--- config.mk ---
export PLATFORM = sky130hd
export DESIGN_NAME = window_mean_variance_band_detector
export DESIGN_NICKNAME = d
export VERILOG_FILES = /design/src/rtl/wmvbd_pkg.sv /design/src/rtl/wmvbd_cell.sv /design/src/rtl/wmvbd_eval.sv /design/src/rtl/window_mean_variance_band_detector.sv
export VERILOG_INCLUDE_DIRS = /design/src /design/src/rtl
export SDC_FILE = /design/constraint.sdc
export NUM_CORES = 1
export LEC_CHECK = 0
export BUFFER_PORTS_ARGS = -buffer_cell sky130_fd_sc_hd__buf_2
export CAP_MARGIN = 25
export CORE_MARGIN = 2
export CORE_UTILIZATION = 38
export CTS_CLUSTER_SIZE = 24
export DETAILED_ROUTE_END_ITERATION = 10
export HOLD_SLACK_MARGIN = 0.15
export PLACE_DENSITY = 0.66
export SLEW_MARGIN = 20
export SYNTH_ARGS = -nofsm -noshare
export SYNTH_HDL_FRONTEND = slang
export SYNTH_SLANG_ARGS = --single-unit
export TNS_END_PERCENT = 100
--- constraint.sdc ---
create_clock -name clk -period 5.45 [get_ports clk]
set_clock_uncertainty 0.2 [all_clocks]
set_input_delay 0 -clock clk [delete_from_list [all_inputs] [get_ports clk]]
set_output_delay 0 -clock clk [all_outputs]
set_load 0.005 [all_outputs]
--- src/rtl/window_mean_variance_band_detector_macros.svh ---
// Assertion macros used by the detector's top-level RTL file.
`ifndef WINDOW_MEAN_VARIANCE_BAND_DETECTOR_MACROS_SVH
`define WINDOW_MEAN_VARIANCE_BAND_DETECTOR_MACROS_SVH

// The property must hold at every clock edge outside reset.
`define WMVBD_ASSERT(lbl, ck, rst_n, prop) \
	lbl: assert property (@(posedge ck) disable iff (!rst_n) prop) else $error("%m failed");

// When the condition holds, the consequence must hold at the next clock.
`define WMVBD_ASSERT_NEXT(lbl, ck, rst_n, cond, conseq) \
	lbl: assert property (@(posedge ck) disable iff (!rst_n) (cond) |=> (conseq)) \
		else $error("%m failed");

`endif

--- src/rtl/wmvbd_pkg.sv ---
// Types, sizes and register codes of the window mean/variance band detector.
package wmvbd_pkg;

	localparam int WINDOW = 10;
	localparam int SAMP_W = 7;
	localparam int BRIGHT_MAX = 100;
	localparam int SQ_MAX = BRIGHT_MAX * BRIGHT_MAX;

	localparam int SUM_W = $clog2(BRIGHT_MAX * WINDOW + 1);
	localparam int SQ_W = $clog2(SQ_MAX * WINDOW + 1);
	localparam int SPREAD_W = $clog2(SQ_MAX * WINDOW * WINDOW + 1);
	localparam int LIM_W = $clog2(4095 * WINDOW * WINDOW + 1);
	localparam int CMP_W = (SPREAD_W > LIM_W) ? SPREAD_W : LIM_W;
	localparam int FLOOR_W = $clog2(127 * WINDOW + 1);
	localparam int MEAN_W = (SUM_W > FLOOR_W) ? SUM_W : FLOOR_W;

	localparam int FLOOR_CFG_W = 7;
	localparam int VAR_CFG_W = 12;
	localparam int DATA_W = 32;
	localparam int ADDR_W = 4;
	localparam int TDATA_W = 8;

	localparam logic [FLOOR_CFG_W-1:0] MEAN_FLOOR_RST = 7'd50;
	localparam logic [VAR_CFG_W-1:0] VAR_LOW_RST = 12'd200;
	localparam logic [VAR_CFG_W-1:0] VAR_HIGH_RST = 12'd700;
	localparam logic [FLOOR_CFG_W-1:0] CEILING_RST = 7'd50;

	typedef enum logic [1:0] {
		REG_MEAN_FLOOR = 2'd0,
		REG_VAR_LOW = 2'd1,
		REG_VAR_HIGH = 2'd2,
		REG_NEWEST_CEILING = 2'd3
	} reg_idx_t;

	typedef struct packed {
		logic [FLOOR_CFG_W-1:0] mean_floor;
		logic [VAR_CFG_W-1:0] variance_low;
		logic [VAR_CFG_W-1:0] variance_high;
		logic [FLOOR_CFG_W-1:0] newest_ceiling;
	} cfg_t;

	// Window statistics right after an item has been shifted in.
	typedef struct packed {
		logic valid;
		logic oldest_nz;
		logic [SAMP_W-1:0] newest;
		logic [SUM_W-1:0] sum;
		logic [SQ_W-1:0] sq_sum;
	} win_t;

endpackage

--- src/rtl/wmvbd_cell.sv ---
// Sample chain cell: holds one sample, takes its neighbor's or a new one on a shift.
module wmvbd_cell import wmvbd_pkg::*; (
	input logic clk,
	input logic arst_n,
	input logic shift,
	input logic [SAMP_W-1:0] shift_in,
	output logic [SAMP_W-1:0] sample
);

	logic [SAMP_W-1:0] sample_q;

	always_ff @(posedge clk or negedge arst_n) begin
		if (!arst_n) begin
			sample_q <= '0;
		end else if (shift) begin
			sample_q <= shift_in;
		end
	end

	assign sample = sample_q;

endmodule

--- src/rtl/wmvbd_eval.sv ---
// Eval pipeline: window spread, band, floor and ceiling compares, output register.
module wmvbd_eval import wmvbd_pkg::*; (
	input logic clk,
	input logic arst_n,
	input logic en,
	input win_t win,
	input cfg_t cfg,
	output logic out_valid,
	output logic detected
);

	logic v_s2, v_s3, out_valid_q;
	logic [SPREAD_W-1:0] nq_s2, ss_s2, spread_s3;
	logic [LIM_W-1:0] lo_s2, hi_s2, lo_s3, hi_s3;
	logic flags_s2, flags_s3, detected_q;
	logic [2*SUM_W-1:0] sum_sq;
	logic [MEAN_W-1:0] mean_lim;
	logic mean_ok, newest_ok;

	assign sum_sq = win.sum * win.sum;
	assign mean_lim = MEAN_W'(cfg.mean_floor) * MEAN_W'(WINDOW);
	assign mean_ok = MEAN_W'(win.sum) > mean_lim;
	assign newest_ok = win.newest < cfg.newest_ceiling;

	always_ff @(posedge clk or negedge arst_n) begin
		if (!arst_n) begin
			v_s2 <= 1'b0;
			v_s3 <= 1'b0;
			out_valid_q <= 1'b0;
		end else if (en) begin
			v_s2 <= win.valid;
			v_s3 <= v_s2;
			out_valid_q <= v_s3;
		end
	end

	always_ff @(posedge clk) begin
		if (en) begin
			nq_s2 <= SPREAD_W'(win.sq_sum) * SPREAD_W'(WINDOW);
			ss_s2 <= SPREAD_W'(sum_sq);
			lo_s2 <= LIM_W'(cfg.variance_low) * LIM_W'(WINDOW * WINDOW);
			hi_s2 <= LIM_W'(cfg.variance_high) * LIM_W'(WINDOW * WINDOW);
			flags_s2 <= win.oldest_nz & mean_ok & newest_ok;

			// N*Q >= S*S always, so the spread never wraps.
			spread_s3 <= nq_s2 - ss_s2;
			lo_s3 <= lo_s2;
			hi_s3 <= hi_s2;
			flags_s3 <= flags_s2;

			detected_q <= flags_s3 && (CMP_W'(spread_s3) > CMP_W'(lo_s3))
				&& (CMP_W'(spread_s3) < CMP_W'(hi_s3));
		end
	end

	assign out_valid = out_valid_q;
	assign detected = detected_q;

endmodule

--- src/rtl/window_mean_variance_band_detector.sv ---
// Top level of the window mean/variance band detector: stream ports, registers, sample chain.
// Accepts one brightness item per clock and returns one registered detect flag per item;
// the throughput of one item per cycle is set by the running sum and sum of squares, which
// are updated in the same clock as the shift of the cell chain, and the evaluation pipeline
// behind them (spread, band compares, output register) takes a new item each time it
// advances. The whole pipeline stalls together while a result waits at the output. Samples
// above 100 are stored as 100, the window is all zeros after reset, and the flag stays 0
// until the oldest window entry is a nonzero sample.
`include "window_mean_variance_band_detector_macros.svh"

module window_mean_variance_band_detector import wmvbd_pkg::*; (
	input logic clk,
	input logic arst_n,
	input logic s_axis_tvalid,
	output logic s_axis_tready,
	input logic [TDATA_W-1:0] s_axis_tdata, // [6:0] brightness
	output logic m_axis_tvalid,
	input logic m_axis_tready,
	output logic [TDATA_W-1:0] m_axis_tdata, // [0] detected
	input logic psel,
	input logic penable,
	input logic pwrite,
	input logic [ADDR_W-1:0] paddr,
	input logic [DATA_W-1:0] pwdata,
	output logic [DATA_W-1:0] prdata,
	output logic pready
);

	cfg_t cfg_q;
	reg_idx_t reg_idx;
	logic en, accept;
	logic [SAMP_W-1:0] x;
	logic [SAMP_W-1:0] samp [WINDOW];
	logic [SAMP_W-1:0] old;
	logic [2*SAMP_W-1:0] old_sq, x_sq;
	logic [SUM_W-1:0] sum_q;
	logic [SQ_W-1:0] sq_q;
	logic v_s1, oldest_nz_s1;
	logic [SAMP_W-1:0] newest_s1;
	logic detected;
	win_t win;

	// Configuration port.
	assign pready = 1'b1;
	assign reg_idx = reg_idx_t'(paddr[ADDR_W-1:2]);

	always_ff @(posedge clk or negedge arst_n) begin
		if (!arst_n) begin
			cfg_q.mean_floor <= MEAN_FLOOR_RST;
			cfg_q.variance_low <= VAR_LOW_RST;
			cfg_q.variance_high <= VAR_HIGH_RST;
			cfg_q.newest_ceiling <= CEILING_RST;
		end else if (psel && penable && pwrite && pready) begin
			case (reg_idx)
				REG_MEAN_FLOOR: cfg_q.mean_floor <= pwdata[FLOOR_CFG_W-1:0];
				REG_VAR_LOW: cfg_q.variance_low <= pwdata[VAR_CFG_W-1:0];
				REG_VAR_HIGH: cfg_q.variance_high <= pwdata[VAR_CFG_W-1:0];
				REG_NEWEST_CEILING: cfg_q.newest_ceiling <= pwdata[FLOOR_CFG_W-1:0];
				default: ;
			endcase
		end
	end

	always_comb begin
		case (reg_idx)
			REG_MEAN_FLOOR: prdata = DATA_W'(cfg_q.mean_floor);
			REG_VAR_LOW: prdata = DATA_W'(cfg_q.variance_low);
			REG_VAR_HIGH: prdata = DATA_W'(cfg_q.variance_high);
			REG_NEWEST_CEILING: prdata = DATA_W'(cfg_q.newest_ceiling);
			default: prdata = '0;
		endcase
	end

	// The whole pipeline advances unless a result sits at the output untaken.
	assign en = !m_axis_tvalid || m_axis_tready;
	assign s_axis_tready = en;
	assign accept = s_axis_tvalid && s_axis_tready;

	assign x = (s_axis_tdata[SAMP_W-1:0] > SAMP_W'(BRIGHT_MAX)) ? SAMP_W'(BRIGHT_MAX)
		: s_axis_tdata[SAMP_W-1:0];

	// Cell 0 holds the oldest sample; a new item enters at the far end.
	for (genvar i = 0; i < WINDOW; i++) begin : g_cell
		if (i == WINDOW - 1) begin : g_last
			wmvbd_cell u_cell (
				.clk(clk), .arst_n(arst_n), .shift(accept), .shift_in(x), .sample(samp[i])
			);
		end else begin : g_mid
			wmvbd_cell u_cell (
				.clk(clk), .arst_n(arst_n), .shift(accept), .shift_in(samp[i+1]),
				.sample(samp[i])
			);
		end
	end

	assign old = samp[0];
	assign old_sq = old * old;
	assign x_sq = x * x;

	always_ff @(posedge clk or negedge arst_n) begin
		if (!arst_n) begin
			sum_q <= '0;
			sq_q <= '0;
			v_s1 <= 1'b0;
		end else if (en) begin
			v_s1 <= s_axis_tvalid;
			if (s_axis_tvalid) begin
				sum_q <= sum_q - SUM_W'(old) + SUM_W'(x);
				sq_q <= sq_q - SQ_W'(old_sq) + SQ_W'(x_sq);
			end
		end
	end

	always_ff @(posedge clk) begin
		if (accept) begin
			newest_s1 <= x;
			oldest_nz_s1 <= samp[1] != '0;
		end
	end

	assign win.valid = v_s1;
	assign win.oldest_nz = oldest_nz_s1;
	assign win.newest = newest_s1;
	assign win.sum = sum_q;
	assign win.sq_sum = sq_q;

	wmvbd_eval u_eval (
		.clk(clk),
		.arst_n(arst_n),
		.en(en),
		.win(win),
		.cfg(cfg_q),
		.out_valid(m_axis_tvalid),
		.detected(detected)
	);

	assign m_axis_tdata = {{(TDATA_W-1){1'b0}}, detected};

	`WMVBD_ASSERT(a_zero_sum_zero_sq, clk, arst_n, (sum_q == '0) |-> (sq_q == '0))
	`WMVBD_ASSERT(a_sq_dominates_sum, clk, arst_n, SQ_W'(sum_q) <= sq_q)
	`WMVBD_ASSERT(a_stall_only_on_held_out, clk, arst_n,
		!s_axis_tready |-> (m_axis_tvalid && !m_axis_tready))
	`WMVBD_ASSERT_NEXT(a_newest_clamped, clk, arst_n, accept,
		samp[WINDOW-1] <= SAMP_W'(BRIGHT_MAX))

endmodule

==> impl_metrics.xml, run 1 <==
<?xml version="1.0" encoding="UTF-8"?>
<metrics>
  <group name="worst_setup_path">
    <metric name="worstPathRequired" unit="ps">5720</metric>
    <metric name="crit_path_start" unit="">sq_q[4]</metric>
    <metric name="cp-end-kind" unit="">flip-flop</metric>
    <metric name="critical_path.reg2reg.startpoint" unit="">sq_q[4]</metric>
    <metric name="worst_r2r_path_depth" unit="">20</metric>
    <metric name="timing.critical_path.from_type" unit="">flip-flop</metric>
    <metric name="crit_fanout" unit="">3</metric>
    <metric name="r2r_setup_slack" unit="ps">-80</metric>
    <metric name="type_of_the_worst_setup_path" unit="">reg2reg</metric>
    <metric name="reg2reg_to" unit="">sq_q[16]</metric>
    <metric name="critPathArrivalTime" unit="ps">5800</metric>
  </group>
  <group name="timing">
    <metric name="worst_slack" unit="ps">-84.5</metric>
    <metric name="clock.fmax" unit="GHz">0.181</metric>
    <metric name="slew-limit-headroom" unit="%">42.8</metric>
    <metric name="setup_repair_after_global_routing_missed_its_margin" unit="">true</metric>
    <metric name="number_of_failing_setup_endpoints_in_the_final_timing_report" unit="">4</metric>
    <metric name="final_hold_viol_count" unit="">0</metric>
    <metric name="fin_crit" unit="ps">5530</metric>
    <metric name="fin_tns_setup" unit="ps">-249</metric>
    <metric name="finalMaxSlewViolations" unit="">0</metric>
    <metric name="fin_worst_hold_slack" unit="ps">164</metric>
    <metric name="tightest_slew" unit="ps">854</metric>
    <metric name="timing.final.crit_share" unit="%">102</metric>
  </group>
  <group name="min_path">
    <metric name="hold_path_class" unit="">in2reg</metric>
    <metric name="hold_path_end" unit="">sq_q[0]</metric>
    <metric name="timing.hold.worst_path_depth" unit="">9</metric>
    <metric name="holdCritStartpoint" unit="">s_axis_tdata[2]</metric>
  </group>
  <group name="global_route">
    <metric name="grtUsageTotal" unit="%">16.6</metric>
    <metric name="grt.met2_usage" unit="%">28.7</metric>
    <metric name="number_of_antenna_violations_at_the_first_check_in_global_routing" unit="">0</metric>
    <metric name="first_global_vias" unit="">15800</metric>
    <metric name="most_heavily_used_metal_layer_in_global_routing" unit="">met2</metric>
    <metric name="met1_track_usage_gr" unit="%">21.7</metric>
    <metric name="remaining_global_route_overflow" unit="">0</metric>
    <metric name="grt_start_max_net_pins" unit="">87</metric>
    <metric name="grt_pass1_wl" unit="um">79700</metric>
    <metric name="grt.met3_usage" unit="%">2.06</metric>
  </group>
  <group name="die">
    <metric name="fp.dieH" unit="um">243</metric>
    <metric name="row_count" unit="">87</metric>
    <metric name="fp.dieW" unit="um">243</metric>
    <metric name="initial_utilization" unit="%">38.4</metric>
    <metric name="coreArea" unit="sq um">56300</metric>
    <metric name="dieArea" unit="sq um">58800</metric>
    <metric name="floorplan.io_pins" unit="">94</metric>
  </group>
  <group name="place">
    <metric name="port-buffer-count" unit="">42</metric>
    <metric name="detailedPlacementHpwl" unit="um">37200</metric>
    <metric name="place_congestion" unit="">0.891</metric>
  </group>
  <group name="clock_tree">
    <metric name="worstSkewPairLatency" unit="ps">590</metric>
    <metric name="clock_tree.root_cell" unit="">sky130_fd_sc_hd__clkbuf_16</metric>
    <metric name="cts.htree.levels" unit="">1</metric>
    <metric name="tritoncts" unit="">done</metric>
    <metric name="cts_inserted_buffers" unit="">31</metric>
    <metric name="cts_buffer_depth" unit="">3</metric>
    <metric name="path_clk_slew" unit="ps">70</metric>
    <metric name="tritoncts_num_sinks" unit="">276</metric>
  </group>
  <group name="finish">
    <metric name="post_route_cells_drive_above_1_share" unit="%">14.1</metric>
    <metric name="layout_area_overhead" unit="%">18.2</metric>
    <metric name="layout.nets" unit="">2826</metric>
    <metric name="insertedDiodeCount" unit="">0</metric>
  </group>
  <group name="drt">
    <metric name="detailroute.via_count" unit="">15300</metric>
    <metric name="initialDrtViolationCount" unit="">665</metric>
    <metric name="viasPerCell" unit="">4.91</metric>
    <metric name="detail-route-antenna-nets" unit="">0</metric>
    <metric name="drcViolationCount" unit="">0</metric>
    <metric name="detailed_route_wire_length_per_cell" unit="um">15.6</metric>
    <metric name="drt_first_pass_iters" unit="">6</metric>
    <metric name="wl" unit="um">48500</metric>
  </group>
  <group name="synthesis">
    <metric name="syn-instance-count" unit="">2133</metric>
    <metric name="synth_cell_type_count" unit="">67</metric>
    <metric name="synth-edff-count" unit="">137</metric>
    <metric name="async_flop_share" unit="%">50.4</metric>
    <metric name="synth-warning-count" unit="">0</metric>
    <metric name="count_leader_synth" unit="">sky130_fd_sc_hd__inv_1</metric>
    <metric name="netlist.area_leader.share" unit="%">19.0</metric>
    <metric name="synth.cell_area" unit="sq um">21600</metric>
    <metric name="ys_dominant_reg_cell" unit="">sky130_fd_sc_hd__edfxtp_1</metric>
    <metric name="synth_common_cells" unit="">354 x sky130_fd_sc_hd__inv_1, 318 x sky130_fd_sc_hd__nand2_1, 303 x sky130_fd_sc_hd__ha_1, 140 x sky130_fd_sc_hd__fa_1, 137 x sky130_fd_sc_hd__edfxtp_1</metric>
    <metric name="synth_top_cells_by_area" unit="">sky130_fd_sc_hd__edfxtp_1 19%, sky130_fd_sc_hd__ha_1 18%, sky130_fd_sc_hd__dfrtp_1 14%</metric>
    <metric name="ffs_latches_synth" unit="">276</metric>
    <metric name="seq_area_frac_synth" unit="%">35.2</metric>
    <metric name="synthesis.area_per_instance" unit="sq um">10.1</metric>
    <metric name="synthDominantAreaCellType" unit="">sky130_fd_sc_hd__edfxtp_1</metric>
  </group>
  <group name="outcome">
    <metric name="failed_checks" unit="">negative setup slack</metric>
    <metric name="outcome" unit="">finished with violations</metric>
  </group>
  <group name="run">
    <metric name="cap_violations" unit="">0</metric>
  </group>
</metrics>
==> worst max path at each step <==
stage	endpoint	slack, ps	depth (start not counted)
5_1_grt	sq_q[16]	-310	20
3_5_place_dp	sq_q[13]	-260	25
4_1_cts	sq_q[13]	-140	19
3_3_place_gp	sq_q[16]	-240	26
2_1_floorplan	sq_q[13]	-9	25
6_report	sq_q[16]	-80	20
==> critical path, cell delays in order, from the launching register on <==
cell and delay [ps]:
sky130_fd_sc_hd__dfrtp_1 400, sky130_fd_sc_hd__fa_1 530, sky130_fd_sc_hd__inv_2 40, sky130_fd_sc_hd__fa_1 470
sky130_fd_sc_hd__inv_1 50, sky130_fd_sc_hd__fa_1 470, sky130_fd_sc_hd__inv_1 50, sky130_fd_sc_hd__fa_1 510
sky130_fd_sc_hd__inv_2 40, sky130_fd_sc_hd__fa_1 500, sky130_fd_sc_hd__inv_1 50, sky130_fd_sc_hd__fa_1 520
sky130_fd_sc_hd__inv_2 50, sky130_fd_sc_hd__ha_4 210, sky130_fd_sc_hd__nor2b_4 120, sky130_fd_sc_hd__o31a_1 260
sky130_fd_sc_hd__o211a_1 290, sky130_fd_sc_hd__o2111ai_2 190, sky130_fd_sc_hd__a31oi_1 130, sky130_fd_sc_hd__a211oi_2 240
sky130_fd_sc_hd__xnor2_1 100
==> state kept, by name, indices dropped and copies added, names as in the netlist <==
register	count
u_eval.v_s3	1
u_eval.lo_s3	17
u_eval.ss_s2	19
sq_q	17
u_eval.nq_s2	19
u_eval.out_valid	1
u_eval.detected	1
u_eval.v_s2	1
g_cell.g_mid.u_cell.sample	63
sum_q	10
newest_s1	7
u_eval.flags_s2	1
g_cell.g_last.u_cell.sample	7
oldest_nz_s1	1
cfg_q	38
u_eval.hi_s3	17
u_eval.hi_s2	17
u_eval.flags_s3	1
u_eval.lo_s2	17
u_eval.spread_s3	20
v_s1	1
==> per-stage QoR <==
step | instance area (sq um) | setup slack [ps] | instances | util (%)
3_5_place_dp | 23400 | -264 | 2980 | 41.6
6_report | 25600 | -84.5 | 3112 | 45.4
4_1_cts | 25400 | -142 | 3107 | 45.0
5_1_grt | 25600 | -308 | 3112 | 45.4
3_3_place_gp | 23400 | -242 | 2979 | 41.6
2_1_floorplan | 21900 | -8.50 | 2160 | -
==> timing repair <==
item / in CTS / in global routing
hold buffers: 66 / 0
endpoints found under the hold margin: 204 / 0
gates resized for setup: 21 / 49
setup buffers: 4 / 6
pin swaps: 20 / 43
setup endpoints to repair: 8 / 14
==> cell type report <==
class / count / area (sq um)
clock buffer: 35 / 832
inverter: 355 / 1340
multi-input combinational: 1454 / 12800
clock inverter: 22 / 335
fill: 5172 / 30700
timing repair buffer: 214 / 1710
tap: 756 / 946
sequential: 276 / 7620
==> cell families after synthesis <==
| logic type | synth area share (%) |
|---|---|
| other cells | 0.0347 |
| buf+inv | 7.97 |
| simple gates | 11.3 |
| mux | 1.93 |
| flops | 35.2 |
| compound gates | 9.51 |
| xor+xnor | 3.60 |
| fa+ha+maj | 30.5 |
==> per-layer routing <==
metal / part of all wire [%] / up-vias
met5: 0 / -
met4: 2.8 / 0
met3: 3.7 / 82
met2: 49 / 278
met1: 45 / 7480
li1: - / 7446
==> cell usage in the layout, fill, tap and decap left out, drive strengths merged, types with 34 or more instances in the layout <==
master       synthesis  routed
xor2                34      34
clkbuf              37      35
ha                 303     303
nand2              318     318
edfxtp             137     137
buf                 38     150
xnor2               55      55
dfrtp              124     124
a21oi               61      61
dlygate4sd3          0      63
a21o                51      51
fa                 140     140
o21ai               86      86
inv                354     359
nor2                70      70
Power of run 1 is left out: the tool's default activity adds up to more than one toggle a clock period on the data nets, which glitch-free logic cannot reach.
==> inputs of run 2 (changes only) <==
PLACE_DENSITY = 0.65   (was 0.66)
SYNTH_HIERARCHICAL = 1   (was default)
==> impl_metrics.xml, run 2 <==
<?xml version="1.0" encoding="UTF-8"?>
<metrics>
  <group name="outcome">
    <metric name="outcome" unit="">finished with violations</metric>
    <metric name="failed_checks" unit="">negative setup slack</metric>
  </group>
  <group name="worst_setup_path">
    <metric name="cp_top_family" unit="">adder cells</metric>
    <metric name="critPathArrivalTime" unit="ps">5690</metric>
    <metric name="worst-path-buf-inv" unit="">4</metric>
    <metric name="critical_path.slowest_cell" unit="">sky130_fd_sc_hd__fa_1</metric>
    <metric name="timing.critical_path.from_type" unit="">flip-flop</metric>
    <metric name="critical_path_cell_by_cell" unit="">nand2_4, fa_1, fa_1, inv_2, fa_1, inv_2, fa_2, fa_1, inv_2, fa_1, inv_2, ha_4, or4_4, o22a_4, a211o_1, xnor2_1, o21ai_1</metric>
    <metric name="worstPathRequired" unit="ps">5670</metric>
    <metric name="worstSetupPathDepth" unit="">17</metric>
    <metric name="type_of_the_worst_setup_path" unit="">reg2reg</metric>
    <metric name="max_stage_delay" unit="ps">570</metric>
    <metric name="worst_r2r_path_depth" unit="">17</metric>
    <metric name="timing.critical_path.mode_cell" unit="">sky130_fd_sc_hd__fa_1</metric>
    <metric name="crit_fanout" unit="">4</metric>
    <metric name="cp-end-kind" unit="">flip-flop</metric>
  </group>
  <group name="synthesis">
    <metric name="synth-edff-count" unit="">137</metric>
    <metric name="seq_area_frac_synth" unit="%">33.8</metric>
    <metric name="synth-warning-count" unit="">6</metric>
    <metric name="ffs_latches_synth" unit="">276</metric>
    <metric name="count_leader_synth" unit="">sky130_fd_sc_hd__inv_1</metric>
    <metric name="synth_common_cells" unit="">343 x sky130_fd_sc_hd__inv_1, 299 x sky130_fd_sc_hd__ha_1, 142 x sky130_fd_sc_hd__fa_1, 137 x sky130_fd_sc_hd__edfxtp_1, 131 x sky130_fd_sc_hd__nand2_1</metric>
    <metric name="synthesis.area_per_instance" unit="sq um">10.9</metric>
    <metric name="ys_dominant_reg_cell" unit="">sky130_fd_sc_hd__edfxtp_1</metric>
    <metric name="syn-instance-count" unit="">2056</metric>
    <metric name="synth.cell_area" unit="sq um">22500</metric>
    <metric name="synth_cell_type_count" unit="">84</metric>
    <metric name="synth_top_cells_by_area" unit="">sky130_fd_sc_hd__edfxtp_1 18%, sky130_fd_sc_hd__ha_1 17%, sky130_fd_sc_hd__dfrtp_1 14%</metric>
    <metric name="synthDominantAreaCellType" unit="">sky130_fd_sc_hd__edfxtp_1</metric>
    <metric name="async_flop_share" unit="%">50.4</metric>
    <metric name="netlist.area_leader.share" unit="%">18.3</metric>
  </group>
  <group name="clock_tree">
    <metric name="tritoncts_num_sinks" unit="">276</metric>
    <metric name="worstSkewPairLatency" unit="ps">570</metric>
    <metric name="cts.htree.levels" unit="">1</metric>
    <metric name="cts_inserted_buffers" unit="">31</metric>
    <metric name="cts_buffer_depth" unit="">3</metric>
    <metric name="tritoncts" unit="">done</metric>
    <metric name="clock_tree.root_cell" unit="">sky130_fd_sc_hd__clkbuf_16</metric>
    <metric name="path_clk_slew" unit="ps">60</metric>
  </group>
  <group name="finish">
    <metric name="regArea" unit="sq um">7620</metric>
    <metric name="layout.cells.most_common_list" unit="">334 x sky130_fd_sc_hd__inv_1, 294 x sky130_fd_sc_hd__ha_1, 140 x sky130_fd_sc_hd__fa_1, 137 x sky130_fd_sc_hd__edfxtp_1, 119 x sky130_fd_sc_hd__nand2_1</metric>
    <metric name="post_route_cells_drive_above_1_share" unit="%">18.0</metric>
    <metric name="layout_area_overhead" unit="%">15.3</metric>
    <metric name="filler_cells_inserted" unit="">5442</metric>
    <metric name="final_area" unit="sq um">25900</metric>
    <metric name="finalCoreUtilization" unit="%">44.1</metric>
    <metric name="finish.cell_count_without_fillers" unit="">3029</metric>
    <metric name="largest_reg_flops" unit="">63</metric>
    <metric name="mostFrequentLayoutCell" unit="">sky130_fd_sc_hd__inv_1</metric>
    <metric name="insertedDiodeCount" unit="">0</metric>
    <metric name="layout.nets" unit="">2724</metric>
    <metric name="multi_input_area" unit="sq um">13500</metric>
  </group>
  <group name="timing">
    <metric name="slew-limit-headroom" unit="%">40.6</metric>
    <metric name="finalMaxSlewViolations" unit="">0</metric>
    <metric name="tightest_slew" unit="ps">891</metric>
    <metric name="fin_crit" unit="ps">5470</metric>
    <metric name="setup_repair_after_global_routing_missed_its_margin" unit="">true</metric>
    <metric name="worst_slack" unit="ps">-18.7</metric>
    <metric name="number_of_failing_setup_endpoints_in_the_final_timing_report" unit="">1</metric>
    <metric name="clock.fmax" unit="GHz">0.183</metric>
    <metric name="timing.final.crit_share" unit="%">100</metric>
    <metric name="final_hold_viol_count" unit="">0</metric>
  </group>
  <group name="drt">
    <metric name="initialDrtViolationCount" unit="">515</metric>
    <metric name="viasPerCell" unit="">4.95</metric>
    <metric name="wl" unit="um">47400</metric>
    <metric name="drcViolationCount" unit="">0</metric>
    <metric name="drt_first_pass_iters" unit="">5</metric>
    <metric name="detailroute.via_count" unit="">15000</metric>
    <metric name="detail-route-antenna-nets" unit="">0</metric>
    <metric name="detailed_route_wire_length_per_cell" unit="um">15.7</metric>
  </group>
  <group name="place">
    <metric name="place_area" unit="sq um">24000</metric>
    <metric name="placed_cells_incl_taps" unit="">2905</metric>
    <metric name="port-buffer-count" unit="">42</metric>
    <metric name="detailedPlacementHpwl" unit="um">36800</metric>
    <metric name="place_congestion" unit="">0.853</metric>
  </group>
  <group name="min_path">
    <metric name="timing.hold.worst_path_depth" unit="">5</metric>
    <metric name="hold_path_class" unit="">in2reg</metric>
  </group>
  <group name="die">
    <metric name="floorplan.io_pins" unit="">94</metric>
    <metric name="coreArea" unit="sq um">58800</metric>
    <metric name="fp.dieH" unit="um">247</metric>
    <metric name="initial_utilization" unit="%">38.3</metric>
    <metric name="fp.dieW" unit="um">247</metric>
    <metric name="dieArea" unit="sq um">61200</metric>
    <metric name="row_count" unit="">89</metric>
  </group>
  <group name="global_route">
    <metric name="number_of_antenna_violations_at_the_first_check_in_global_routing" unit="">1</metric>
    <metric name="first_global_vias" unit="">15200</metric>
    <metric name="remaining_global_route_overflow" unit="">0</metric>
    <metric name="grtUsageTotal" unit="%">15.5</metric>
    <metric name="grt_start_max_net_pins" unit="">75</metric>
    <metric name="grt_pass1_wl" unit="um">77200</metric>
  </group>
  <group name="run">
    <metric name="cap_violations" unit="">0</metric>
  </group>
</metrics>
-- run 2: worst paths after layout --
path | slack (ps) | startpoint | end
setup / recovery | -20 | g_cell[0].g_mid.u_cell/sample[4] | sq_q[13]
hold / removal | 210 | s_axis_tdata[6] | newest_s1[4]
setup reg to reg | -20 | g_cell[0].g_mid.u_cell/sample[4] | sq_q[13]
hold reg to reg | 210 | u_eval/lo_s2[3] | u_eval/lo_s3[3]
max in group asynchronous | 3680 | arst_n | sq_q[4]
min in group asynchronous | 420 | arst_n | cfg_q[4]
-- run 2: cells by family (layout without fill, tap and decap cells) --
logic type | after synthesis | in the layout | share of synthesized area (%)
fa+ha+maj | 441 | 441 | 29.3
buf+inv | 416 | 589 | 7.83
simple gates | 402 | 402 | 8.77
compound gates | 313 | 313 | 9.36
flops | 276 | 276 | 33.8
mux | 127 | 127 | 7.84
xor+xnor | 79 | 79 | 3.07
other cells | 2 | 29 | 0.0334
-- run 2: layout make-up --
type                       instances  area share [%]
tap                              773            3.73
multi-input combinational       1391            52.2
sequential                       276            29.4
timing repair buffer             189            5.72
clock inverter                    17           0.805
inverter                         343            4.97
clock buffer                      40            3.24
-- run 2: through the flow --
step,setup slack (ps),hold slack (ps),setup TNS [ps]
2_1_floorplan,2.63,-496,0
3_3_place_gp,-268,-166,-1240
3_5_place_dp,-389,-163,-2400
4_1_cts,-8.71,162,-8.71
5_1_grt,-178,210,-810
6_report,-18.7,207,-18.7
-- run 2: worst min-delay path, stage by stage --
cell                             delay [ps]
sky130_fd_sc_hd__buf_2                  140
sky130_fd_sc_hd__nand2_4                 70
sky130_fd_sc_hd__dlymetal6s4s_1         240
sky130_fd_sc_hd__and2_1                 190
sky130_fd_sc_hd__buf_4                  200
-- run 2: repair_timing --
action,in CTS,in global routing
endpoints found under the setup margin,6,16
pin swaps,22,22
hold endpoints to repair,218,0
hold buffers,50,0
resized for setup,19,38
setup buffers,7,11
-- run 2: metal layers --
| metal | global-route usage [%] | vias up | part of all wire (%) |
|---|---|---|---|
| li1 | - | 7347 | - |
| met1 | 20.3 | 7364 | 45 |
| met4 | 4.37 | 2 | 2.9 |
| met2 | 27.1 | 203 | 50 |
| met3 | 1.84 | 78 | 2.4 |
| met5 | 0 | - | 0.023 |
Power of run 2 is left out for the same reason.
